File: src/hdl/adte_pkg.sv
// Shared types, constants and helpers for the ASCII date to epoch seconds unit.
// No dependencies; imported by adte_front, the top level and the testbench.
`default_nettype none

package adte_pkg;

    // Stream payload and field widths
    localparam int IN_TDATA_W  = 120;
    localparam int OUT_TDATA_W = 40;
    localparam int CYEAR_W     = 14;
    localparam int YEAR_W      = 15;
    localparam int CEN_W       = 8;
    localparam int REM_W       = 7;
    localparam int DAYS_W      = 23;
    localparam int HMS_W       = 17;
    localparam int SECS_W      = 38;

    // Reset value of the current year and its split into century and remainder
    localparam logic [CEN_W-1:0] CEN_RESET = 8'd20;
    localparam logic [REM_W-1:0] REM_RESET = 7'd0;

    // floor(x / 100) == (x * DIV100_MUL) >> DIV100_SHIFT for all x below 16400
    localparam logic [12:0] DIV100_MUL   = 13'd5243;
    localparam int          DIV100_SHIFT = 19;

    localparam logic [YEAR_W-1:0] EPOCH_YEAR    = 15'd1970;
    localparam logic [12:0]       LEAPS_TO_1969 = 13'd477;

    // Date length codes
    typedef enum logic [1:0] {
        LEN_6 = 2'd0,
        LEN_7 = 2'd1,
        LEN_8 = 2'd2
    } len_code_t;

    // Decoded fields leaving the front end
    typedef struct packed {
        logic              valid;
        logic              ok;
        logic [YEAR_W-1:0] year;
        logic [3:0]        month;
        logic [5:0]        day;
        logic [4:0]        hour;
        logic [5:0]        mins;
        logic [5:0]        secs;
    } front_t;

    // Days in the year before the first of the given month (non-leap)
    function automatic logic [8:0] days_before_month(input logic [3:0] month);
        logic [8:0] d;
        case (month)
            4'd1:    d = 9'd0;
            4'd2:    d = 9'd31;
            4'd3:    d = 9'd59;
            4'd4:    d = 9'd90;
            4'd5:    d = 9'd120;
            4'd6:    d = 9'd151;
            4'd7:    d = 9'd181;
            4'd8:    d = 9'd212;
            4'd9:    d = 9'd243;
            4'd10:   d = 9'd273;
            4'd11:   d = 9'd304;
            4'd12:   d = 9'd334;
            default: d = 9'd0;
        endcase
        return d;
    endfunction

    // Divide a value below 16400 by 100
    function automatic logic [CEN_W-1:0] div100(input logic [YEAR_W-1:0] x);
        logic [27:0] p;
        p = 28'(x) * 28'(DIV100_MUL);
        return CEN_W'(p >> DIV100_SHIFT);
    endfunction

    // ASCII decimal digit test
    function automatic logic is_digit(input logic [7:0] c);
        return (c >= 8'h30) && (c <= 8'h39);
    endfunction

endpackage

`default_nettype wire

File: src/hdl/adte_front.sv
// Front end of the date converter: character check, digit decode, field
// range checks and year assembly over two register stages. Uses adte_pkg.
`default_nettype none

module adte_front
    import adte_pkg::*;
(
    input  wire logic             clk,
    input  wire logic             rst_n,
    input  wire logic             en,
    input  wire logic             in_valid,
    input  wire logic [63:0]      date_chars,
    input  wire logic [3:0]       date_length,
    input  wire logic [47:0]      time_chars,
    input  wire logic [CEN_W-1:0] cen,
    input  wire logic [REM_W-1:0] rem,
    output front_t                fr
);

    logic        s1_valid_reg, s1_valid_next;
    logic        s1_ok_next, s1_ok_reg;
    logic [31:0] s1_dnib_next, s1_dnib_reg;
    logic [23:0] s1_tnib_next, s1_tnib_reg;
    len_code_t   s1_len_next, s1_len_reg;

    front_t      s2_reg, s2_next;
    logic        s2_valid_reg;

    // Stage 1: check characters and keep the low nibble of each byte
    always_comb
    begin
        logic len_ok;
        logic dig_ok;
        len_ok = (date_length >= 4'd6) && (date_length <= 4'd8);
        dig_ok = 1'b1;
        for (int i = 0; i < 6; i++)
        begin
            dig_ok = dig_ok && is_digit(date_chars[8*i +: 8])
                            && is_digit(time_chars[8*i +: 8]);
        end
        if (date_length >= 4'd7)
        begin
            dig_ok = dig_ok && is_digit(date_chars[55:48]);
        end
        if (date_length >= 4'd8)
        begin
            dig_ok = dig_ok && is_digit(date_chars[63:56]);
        end
        for (int i = 0; i < 8; i++)
        begin
            s1_dnib_next[4*i +: 4] = date_chars[8*i +: 4];
        end
        for (int i = 0; i < 6; i++)
        begin
            s1_tnib_next[4*i +: 4] = time_chars[8*i +: 4];
        end
        case (date_length)
            4'd7:    s1_len_next = LEN_7;
            4'd8:    s1_len_next = LEN_8;
            default: s1_len_next = LEN_6;
        endcase
        s1_ok_next    = len_ok && dig_ok;
        s1_valid_next = in_valid;
    end

    // Stage 2: build the numeric fields, check ranges, fold hour 24
    always_comb
    begin
        logic [7:0]        yy;
        logic [7:0]        mon;
        logic [7:0]        dy;
        logic [7:0]        hr;
        logic [7:0]        mi;
        logic [7:0]        se;
        logic [CEN_W-1:0]  cen_use;
        logic [YEAR_W-1:0] year;
        logic              range_ok;
        yy  = 8'(s1_dnib_reg[23:20]) * 8'd10 + 8'(s1_dnib_reg[19:16]);
        mon = 8'(s1_dnib_reg[15:12]) * 8'd10 + 8'(s1_dnib_reg[11:8]);
        dy  = 8'(s1_dnib_reg[7:4])   * 8'd10 + 8'(s1_dnib_reg[3:0]);
        hr  = 8'(s1_tnib_reg[23:20]) * 8'd10 + 8'(s1_tnib_reg[19:16]);
        mi  = 8'(s1_tnib_reg[15:12]) * 8'd10 + 8'(s1_tnib_reg[11:8]);
        se  = 8'(s1_tnib_reg[7:4])   * 8'd10 + 8'(s1_tnib_reg[3:0]);

        // Two-digit year falls back one century when ahead of the current year
        cen_use = cen;
        if ((yy > 8'(rem)) && (cen != '0))
        begin
            cen_use = cen - CEN_W'(1);
        end
        case (s1_len_reg)
            LEN_7:
            begin
                year = 15'd1900 + 15'(s1_dnib_reg[27:24]) * 15'd100 + 15'(yy);
            end
            LEN_8:
            begin
                year = 15'(s1_dnib_reg[31:28]) * 15'd1000
                     + 15'(s1_dnib_reg[27:24]) * 15'd100 + 15'(yy);
            end
            default:
            begin
                year = 15'(cen_use) * 15'd100 + 15'(yy);
            end
        endcase

        range_ok = (mon >= 8'd1) && (mon <= 8'd12) && (dy >= 8'd1) && (dy <= 8'd31)
                && (mi <= 8'd59) && (se <= 8'd59) && (hr <= 8'd24);

        s2_next.valid = s1_valid_reg;
        s2_next.ok    = s1_ok_reg && range_ok;
        s2_next.year  = year;
        s2_next.month = mon[3:0];
        s2_next.mins  = mi[5:0];
        s2_next.secs  = se[5:0];
        if (hr == 8'd24)
        begin
            s2_next.hour = 5'd0;
            s2_next.day  = dy[5:0] + 6'd1;
        end
        else
        begin
            s2_next.hour = hr[4:0];
            s2_next.day  = dy[5:0];
        end
    end

    // Advance both stages together when the pipeline moves
    always_ff @(posedge clk or negedge rst_n)
    begin
        if (!rst_n)
        begin
            s1_valid_reg <= 1'b0;
            s2_valid_reg <= 1'b0;
        end
        else if (en)
        begin
            s1_valid_reg <= s1_valid_next;
            s2_valid_reg <= s2_next.valid;
        end
    end

    always_ff @(posedge clk)
    begin
        if (en)
        begin
            s1_ok_reg    <= s1_ok_next;
            s1_dnib_reg  <= s1_dnib_next;
            s1_tnib_reg  <= s1_tnib_next;
            s1_len_reg   <= s1_len_next;
            s2_reg       <= s2_next;
        end
    end

    // Present the stage 2 fields with the reset valid bit
    always_comb
    begin
        fr       = s2_reg;
        fr.valid = s2_valid_reg;
    end

endmodule

`default_nettype wire

File: src/hdl/ascii_date_to_epoch_seconds_unit.sv
// Top level of the ASCII date to epoch seconds converter: config register,
// day count and seconds stages. Uses adte_pkg and adte_front.
//
// Usage:
//   Requests enter on the s_ channel: s_tdata holds date_chars [63:0],
//   date_length [67:64], time_chars [115:68], zeros above. Results leave on
//   the m_ channel: m_tdata holds epoch_seconds [37:0], zeros above; m_tuser
//   holds date_valid. An invalid date gives epoch_seconds of zero.
//   cfg_we with cfg_wdata sets the current year used for two-digit years;
//   write it only while no request is in flight.
// Pipeline and throughput:
//   Six register stages: two in adte_front, then stages 3, 4 and 5, then the
//   output register. One request per cycle is taken while m_ is not stalled;
//   the stages hold the digit decode, divide by 100 via reciprocal, leap
//   count, days times 86400 and final add.
// Reset:
//   Clears all stage valid bits and sets the current year to 2000.
// Stall:
//   While m_tvalid is high and m_tready low the whole pipeline holds and
//   s_tready is low; nothing is dropped or repeated.
`default_nettype none

module ascii_date_to_epoch_seconds_unit
    import adte_pkg::*;
(
    input  wire logic                   clk,
    input  wire logic                   rst_n,
    // Configuration
    input  wire logic                   cfg_we,
    input  wire logic [CYEAR_W-1:0]     cfg_wdata,     // current_year
    // Request stream
    input  wire logic                   s_tvalid,
    output      logic                   s_tready,
    input  wire logic [IN_TDATA_W-1:0]  s_tdata,       // date_chars, date_length, time_chars
    // Result stream
    output      logic                   m_tvalid,
    input  wire logic                   m_tready,
    output      logic [OUT_TDATA_W-1:0] m_tdata,       // epoch_seconds
    output      logic [0:0]             m_tuser        // date_valid
);

    logic en;

    // Current year, kept as century and remainder
    logic [CEN_W-1:0] cen_reg, cen_next;
    logic [REM_W-1:0] rem_reg, rem_next;

    front_t fr;

    // Stage 3 registers
    logic              v3_reg;
    logic              ok3_reg, ok3_next;
    logic [YEAR_W-1:0] year3_reg;
    logic [CEN_W-1:0]  qy3_reg, qy3_next;
    logic [CEN_W-1:0]  qn3_reg, qn3_next;
    logic              gt3_reg, gt3_next;
    logic [13:0]       ydiff3_reg, ydiff3_next;
    logic [8:0]        mday3_reg, mday3_next;
    logic              mgt2_3_reg, mgt2_3_next;
    logic [HMS_W-1:0]  hms3_reg, hms3_next;

    // Stage 4 registers
    logic              v4_reg;
    logic              ok4_reg;
    logic [DAYS_W-1:0] days4_reg, days4_next;
    logic [HMS_W-1:0]  hms4_reg;

    // Stage 5 registers
    logic              v5_reg;
    logic              ok5_reg;
    logic [SECS_W-1:0] prod5_reg, prod5_next;
    logic [HMS_W-1:0]  hms5_reg;

    // Output register
    logic              out_valid_reg;
    logic              out_ok_reg;
    logic [SECS_W-1:0] out_secs_reg, out_secs_next;

    // Move every stage when the output is free or being taken
    assign en       = !out_valid_reg || m_tready;
    assign s_tready = en;

    // Split a written year into century and remainder
    always_comb
    begin
        cen_next = div100(YEAR_W'(cfg_wdata));
        rem_next = REM_W'(YEAR_W'(cfg_wdata) - YEAR_W'(cen_next) * YEAR_W'(100));
    end

    always_ff @(posedge clk or negedge rst_n)
    begin
        if (!rst_n)
        begin
            cen_reg <= CEN_RESET;
            rem_reg <= REM_RESET;
        end
        else if (cfg_we)
        begin
            cen_reg <= cen_next;
            rem_reg <= rem_next;
        end
    end

    adte_front u_front (
        .clk         (clk),
        .rst_n       (rst_n),
        .en          (en),
        .in_valid    (s_tvalid),
        .date_chars  (s_tdata[63:0]),
        .date_length (s_tdata[67:64]),
        .time_chars  (s_tdata[115:68]),
        .cen         (cen_reg),
        .rem         (rem_reg),
        .fr          (fr)
    );

    // Stage 3: quotients by 100, month offset, time of day in seconds
    always_comb
    begin
        logic [YEAR_W-1:0] ym1;
        ym1         = fr.year - YEAR_W'(1);
        ok3_next    = fr.ok;
        qy3_next    = div100(fr.year);
        qn3_next    = div100(ym1);
        gt3_next    = fr.year > EPOCH_YEAR;
        ydiff3_next = 14'(fr.year - EPOCH_YEAR);
        mday3_next  = days_before_month(fr.month) + 9'(fr.day) - 9'd1;
        mgt2_3_next = fr.month > 4'd2;
        hms3_next   = HMS_W'(fr.hour) * HMS_W'(3600) + HMS_W'(fr.mins) * HMS_W'(60)
                    + HMS_W'(fr.secs);
    end

    // Stage 4: whole-year days, leap day and days in the year
    always_comb
    begin
        logic [YEAR_W-1:0] ym1;
        logic [12:0]       leaps;
        logic              leap;
        logic [DAYS_W-1:0] ydays;
        ym1   = year3_reg - YEAR_W'(1);
        leaps = 13'(ym1 >> 2) - 13'(qn3_reg) + 13'(qn3_reg >> 2);
        leap  = (year3_reg[1:0] == 2'b00)
             && ((year3_reg != YEAR_W'(qy3_reg) * YEAR_W'(100)) || (qy3_reg[1:0] == 2'b00));
        ydays = '0;
        if (gt3_reg)
        begin
            ydays = DAYS_W'(ydiff3_reg) * DAYS_W'(365) + DAYS_W'(leaps)
                  - DAYS_W'(LEAPS_TO_1969);
        end
        days4_next = ydays + DAYS_W'(leap && mgt2_3_reg) + DAYS_W'(mday3_reg);
    end

    // Stage 5: days to seconds; stage 6: add time of day, zero on error
    always_comb
    begin
        logic [DAYS_W+HMS_W-1:0] p;
        p             = (DAYS_W+HMS_W)'(days4_reg) * (DAYS_W+HMS_W)'(86400);
        prod5_next    = p[SECS_W-1:0];
        out_secs_next = ok5_reg ? (prod5_reg + SECS_W'(hms5_reg)) : '0;
    end

    // Hold valid bits; advance on enable
    always_ff @(posedge clk or negedge rst_n)
    begin
        if (!rst_n)
        begin
            v3_reg        <= 1'b0;
            v4_reg        <= 1'b0;
            v5_reg        <= 1'b0;
            out_valid_reg <= 1'b0;
        end
        else if (en)
        begin
            v3_reg        <= fr.valid;
            v4_reg        <= v3_reg;
            v5_reg        <= v4_reg;
            out_valid_reg <= v5_reg;
        end
    end

    // Payload stages
    always_ff @(posedge clk)
    begin
        if (en)
        begin
            ok3_reg      <= ok3_next;
            year3_reg    <= fr.year;
            qy3_reg      <= qy3_next;
            qn3_reg      <= qn3_next;
            gt3_reg      <= gt3_next;
            ydiff3_reg   <= ydiff3_next;
            mday3_reg    <= mday3_next;
            mgt2_3_reg   <= mgt2_3_next;
            hms3_reg     <= hms3_next;
            ok4_reg      <= ok3_reg;
            days4_reg    <= days4_next;
            hms4_reg     <= hms3_reg;
            ok5_reg      <= ok4_reg;
            prod5_reg    <= prod5_next;
            hms5_reg     <= hms4_reg;
            out_ok_reg   <= ok5_reg;
            out_secs_reg <= out_secs_next;
        end
    end

    assign m_tvalid = out_valid_reg;
    assign m_tdata  = {(OUT_TDATA_W-SECS_W)'(0), out_secs_reg};
    assign m_tuser  = out_ok_reg;

    // An error result carries zero seconds
    assert property (@(posedge clk) disable iff (!rst_n)
        (m_tvalid && !m_tuser[0]) |-> (m_tdata[SECS_W-1:0] == '0))
        else $error("invalid result with nonzero seconds");

    // A request in the last stage reaches the output when the pipeline moves
    assert property (@(posedge clk) disable iff (!rst_n)
        (en && v5_reg) |=> m_tvalid)
        else $error("result lost between last stage and output");

    // A front-end result that passed the checks has a month in range
    assert property (@(posedge clk) disable iff (!rst_n)
        (fr.valid && fr.ok) |-> ((fr.month >= 4'd1) && (fr.month <= 4'd12)))
        else $error("accepted date with month out of range");

endmodule

`default_nettype wire

File: config.mk
export PLATFORM = sky130hd
export DESIGN_NAME = ascii_date_to_epoch_seconds_unit
export DESIGN_NICKNAME = d
export VERILOG_FILES = /design/src/hdl/adte_pkg.sv /design/src/hdl/adte_front.sv /design/src/hdl/ascii_date_to_epoch_seconds_unit.sv
export SDC_FILE = /design/constraint.sdc
export NUM_CORES = 2
export LEC_CHECK = 0
export BUFFER_PORTS_ARGS = -buffer_cell sky130_fd_sc_hd__buf_2
export CAP_MARGIN = 25
export CORE_AREA = 5 5 287 289
export DETAILED_ROUTE_END_ITERATION = 12
export DIE_AREA = 0 0 292 294
export PLACE_DENSITY_LB_ADDON = 0.05
export REMOVE_ABC_BUFFERS = 1
export SYNTH_ARGS = -nofsm -noshare
export SYNTH_HDL_FRONTEND = slang
export SYNTH_SLANG_ARGS = --single-unit
File: constraint.sdc
create_clock -name clk -period 12.7 [get_ports clk]
set_clock_uncertainty 0.15 [all_clocks]
set_input_delay 2.54 -clock clk [delete_from_list [all_inputs] [get_ports clk]]
set_output_delay 2.54 -clock clk [all_outputs]
set_load 0.05 [all_outputs]
* After elaboration in Yosys (flattened, before gate mapping)
Memory sizes are Yosys's and may differ from the RTL's. A register that Yosys moved wholly into a read port is not among the register bits.
Cells that the tools add are included.
** Operators by class
- $add $sub $neg :: 28
- Multipliers :: 18
- $lt $le $gt $ge :: 42
- Equal/unequal tests :: 6
- Multiplexer cells :: 8
- Reduce and logical (&&, ||, !) cells :: 45
** Operators by type and width (number)
- 8-bit by 6-bit <= comparator with 1-bit output (second input constant) :: 16
- 8-bit by 6-bit greater-or-equal comparator with 1-bit output (second input constant) :: 14
- 15-bit by 13-bit multiplier with 27-bit output (second input constant) :: 2
- 8-bit by 4-bit adder with 8-bit output :: 6
- 15-bit by 8-bit adder with 15-bit output :: 3
- 4-bit by 3-bit multiplier with 7-bit output (second input constant) :: 6
- 1-bit logical AND :: 39
- 38-bit by 17-bit adder with 38-bit output :: 1
- 23-bit by 10-bit multiplier with 31-bit output (second input constant) :: 1
- 15-bit one-hot mux with 2 select lines :: 1
- 15-bit by 1-bit subtractor with 15-bit output (second input constant) :: 2
- 14-bit by 13-bit multiplier with 27-bit output (second input constant) :: 1
- 8-bit by 5-bit multiplier with 13-bit output (second input constant) :: 2
- 23-bit by 1-bit adder with 23-bit output :: 1
- 23-bit by 13-bit adder with 23-bit output :: 1
- 23-bit by 9-bit adder with 23-bit output :: 1
- 14-bit by 9-bit multiplier with 23-bit output (second input constant) :: 1
- 23-bit 2-to-1 mux :: 1
- 23-bit by 9-bit subtractor with 23-bit output (second input constant) :: 1
- 17-bit by 12-bit adder with 17-bit output :: 1
- 17-bit by 6-bit adder with 17-bit output :: 1
- 8-bit by 1-bit greater-or-equal comparator with 1-bit output (second input constant) :: 2
- 8-bit by 5-bit <= comparator with 1-bit output (second input constant) :: 2
- 14-bit by 11-bit adder with 15-bit output :: 1
- 36 further kinds :: 40
** Word-level totals
- Register bits :: 326
- Memory bits (read-only) :: 144
- Input port bits :: 139
- Word-level logic and storage cells :: 184
- Memories :: 1
** Memories
- (name not given) :: depth 16, width 9, rd ports 1, clocked after Yosys merged registers in 1, write ports 0, line adte_pkg.sv:51 : case (month)

* Longest topological paths before layout
- Depth after elaboration :: 18
- Depth in mapped cells :: 31

* Hierarchy
Synthesis repeated with hierarchy kept, for this count alone.
** Unflattened totals
- Cells, all modules :: 3750
- Area, all modules :: 39541.7 µm²
** By module, submodules not included
- ascii_date_to_epoch_seconds_unit :: instances 1, cells each 2950, area each 30904.6 µm², seq. area each 6543.8 µm²
- adte_front :: instances 1, cells each 800, area each 8637.0 µm², seq. area each 3113.0 µm²

* Least setup slack after synthesis
Ideal clock, no wire load.
- Path kind :: input to output
- Start :: input port m_tready
- End :: output port s_tready
- Data arrival time :: 8.989 ns
- Data required time :: 10.010 ns
- Setup slack :: 1.021 ns
- Cell stages on the path :: 3
- Cells stage by stage :: nor2b_1 clkbuf_1 inv_1
** Between the ends
- Word-level cells in the longest chain between the ends :: 1
** RTL lines
- from (decl) :: line ascii_date_to_epoch_seconds_unit.sv:37 : input wire logic m_tready,
- 1-bit logical OR :: line ascii_date_to_epoch_seconds_unit.sv:80 : assign en = !out_valid_reg || m_tready;
- to (decl) :: line ascii_date_to_epoch_seconds_unit.sv:33 : output logic s_tready,
Every way passes these cells.

* Worst setup path in the final report
- Start :: input port cfg_wdata[7]
- End :: register rem_reg[6]
** Between the ends
- Word-level cells in the longest chain between the ends :: 3
** RTL lines
- from (decl) :: line ascii_date_to_epoch_seconds_unit.sv:30 : input wire logic [CYEAR_W-1:0] cfg_wdata,
- 14-bit by 13-bit multiplier with 27-bit output :: line adte_pkg.sv:72 : p = 28'(x) * 28'(DIV100_MUL);
- 8-bit by 5-bit multiplier with 5-bit output :: line ascii_date_to_epoch_seconds_unit.sv:87 : rem_next = REM_W'(YEAR_W'(cfg_wdata) - YEAR_W'(cen_next) * YEAR_W'(100));
- 7-bit subtractor :: line ascii_date_to_epoch_seconds_unit.sv:87
- to (signal assigned) :: line ascii_date_to_epoch_seconds_unit.sv:100 : rem_reg <= rem_next;
- to (decl) :: line ascii_date_to_epoch_seconds_unit.sv:46 : logic [REM_W-1:0] rem_reg, rem_next;
Every way passes these cells.
A chain may end at the register's enable or synchronous reset.

==> metrics.txt <==
post-CTS setup buffer count 0; drt initial violations 736; antenna-violating nets left 0; CP Data Arrival Time 8570 ps; Slew @ Worst Pin 989.4 ps; global-route wire length before repair 129800 um; worst min-delay path class register to register; CP Class input pin to register; number of CTS-inserted buffers 39; MaxCap Viol Count 0; Final Routed Wirelength 74770 um; pin count of the biggest net entering global routing 75; Critical Path Slowest Stage Cell a2111oi_0; Synth Area in Adders 0.4360; vias in the first global route 26482; CTS tree yes; Core ar. 79640 um2; Slew Viols, Final 0; main combinational cell family by area after synthesis adder cells; proportion of synthesized area in mux cells 0.007351; Yosys Warn Count 0; CTS clk-pin slew, worst paths 60 ps; Yosys top cell area share 0.2450; htree depth 2; Yosys top cell by area ha_1; vias 24872; commonest non-fill, non-tap cell in the layout inv_1; Root Buffer clkbuf_16; syn_area_per_cell 10.58 um2; area delta synth->final 9.162%; area occupied by multi-input gates 26080 um2; Final #Nets 5208; Mapped Area 39320 um2; dpl hpwl 63300 um; WL per Instance 14.91 um; Slew HR 0.3357; register area 9837 um2; fmax 120.8 MHz; FILL cells 7264; # resized after CTS 0; count of input and output buffers 175; critical path launch point type input pin; period utilization 0.6518; crit path time final 8277 ps; share of layout cells above drive strength 1 0.07714; vias per cell 4.961; area of the die 85850 um2; clk sinks 334; Largest register FFs 43; GRT Resource Usage Total 0.1816; die height 294 um; XOR/XNOR share of the synthesized area 0.06772; Cells after Synth 3717; First-pass DRT Iterations 5; most frequent cells in the layout 872 x inv_1, 770 x ha_1, 375 x fa_1; sequential element share of the synthesized area 0.2502; crit path max fanout 6; required time at the endpoint of the critical path 12990 ps; Final GP Congestion 0.8053; initial antenna violation count 0; Initial Util 0.4937; Die W 292 um; Synth area leaders ha_1 25%, edfxtp_1 23%, fa_1 19%; diodes inserted 0; maximum clock insertion buffer count 3; RSZ-0062 raised after global routing false; synthesized flop and latch total 334; final setup fails 0; status finished, final reports clean; total I/O pin count 182; Yosys cell types 93; setup_tns 0 ps; worst skew pair latency 580 ps; FFs w/ async S/R, synth 0.06287; hold_buf cts 0; Synth Area in Compound Gates 0.08287; Critical Path Sink Type register; slowest stage delay, CP 540 ps; Rows 104; DRC 0; ys flop type edfxtp_1; Post-synth EDFFs 304; post-synthesis simple-gate area fraction 0.06925; Hold Vio Cnt, Final 0; gr ovfl total 0
-- cell usage after synthesis, types with 5 or more instances --
| cell | count |
|---|---|
| and3_1 | 13 |
| nand4_1 | 28 |
| clkbuf_1 | 19 |
| a211oi_1 | 8 |
| inv_1 | 873 |
| a221oi_1 | 12 |
| a31oi_1 | 18 |
| a21o_1 | 61 |
| a2111oi_0 | 7 |
| mux2i_1 | 12 |
| edfxtp_1 | 304 |
| xnor2_1 | 220 |
| dfxtp_1 | 9 |
| and4_1 | 6 |
| nand2b_1 | 23 |
| a21oi_2 | 5 |
| o2111ai_1 | 5 |
| o21ai_0 | 93 |
| o21bai_1 | 29 |
| mux2_2 | 13 |
| nand3_1 | 45 |
| nor3b_1 | 8 |
| fa_1 | 375 |
| nand2_1 | 92 |
| xor2_1 | 84 |
| nor4_1 | 12 |
| nor2b_1 | 31 |
| nor2_1 | 116 |
| and2_1 | 45 |
| o31a_1 | 7 |
| o21a_1 | 26 |
| o211ai_1 | 6 |
| a21oi_1 | 142 |
| nor3_1 | 50 |
| dfrtp_1 | 19 |
| or2_2 | 5 |
| a311oi_1 | 5 |
| a21boi_0 | 9 |
| o21ai_1 | 8 |
| or3_1 | 7 |
| ha_1 | 770 |
-- logic make-up after synthesis --
family                   Yosys count
XOR/XNOR                         304
AO/OA/AOI/OAI                    494
buffers and inverters            901
adder cells (fa/ha/maj)         1145
multiplexers                      26
flip-flops                       334
other                              1
AND/OR/NAND/NOR                  512
-- final timing paths --
kind                                    from       endpoint  slack, ps  cells past startpoint
worst max-delay path            cfg_wdata[7]     rem_reg[6]       4420                     26
worst min register to register  hms3_reg[10]   hms4_reg[10]        260                      0
min in group asynchronous              rst_n     cen_reg[0]       1750                      1
worst min-delay path            hms3_reg[10]   hms4_reg[10]        260                      0
worst max register to register  year3_reg[0]  days4_reg[21]       4590                     29
max in group asynchronous              rst_n     cen_reg[4]      10290                      1
-- per-layer routing --
metal,global-route usage,wire length [um]
met1,0.2562,36740
met2,0.3068,34530
met3,0.02438,2375
met4,0.03002,1114
met5,0,0
-- final cells by class --
cell class / count / share of cell area
clock buffer: 41 / 0.02291
clock inverter: 30 / 0.008862
timing repair buffer: 192 / 0.02385
tap: 1060 / 0.03090
multi-input combinational: 2483 / 0.6077
sequential: 334 / 0.2292
inverter: 874 / 0.07661
-- metrics by stage --
step	std cells	hold WS [ps]	setup slack [ps]	util	cell area, um2
CTS	5011	267.2	4412	0.5384	42880
finish	5014	264.9	4423	0.5389	42920
floorplan	3691	250.3	839.3	-	39200
global placement	4940	250.5	3820	0.5213	41510
global route	5014	276.5	4008	0.5389	42920
detailed placement	4940	254.5	3790	0.5213	41510
-- worst max-delay path, delay by kind of cell --
kind / cells / cell delay, ps
mux: 1 / 100
xor+xnor: 5 / 870
buf+inv: 6 / 500
fa+ha+maj: 7 / 2870
compound gates: 5 / 1270
simple gates: 2 / 410
Power is not shown: default switching activity piles up to over one toggle a cycle in this logic, so the estimate is an artifact.
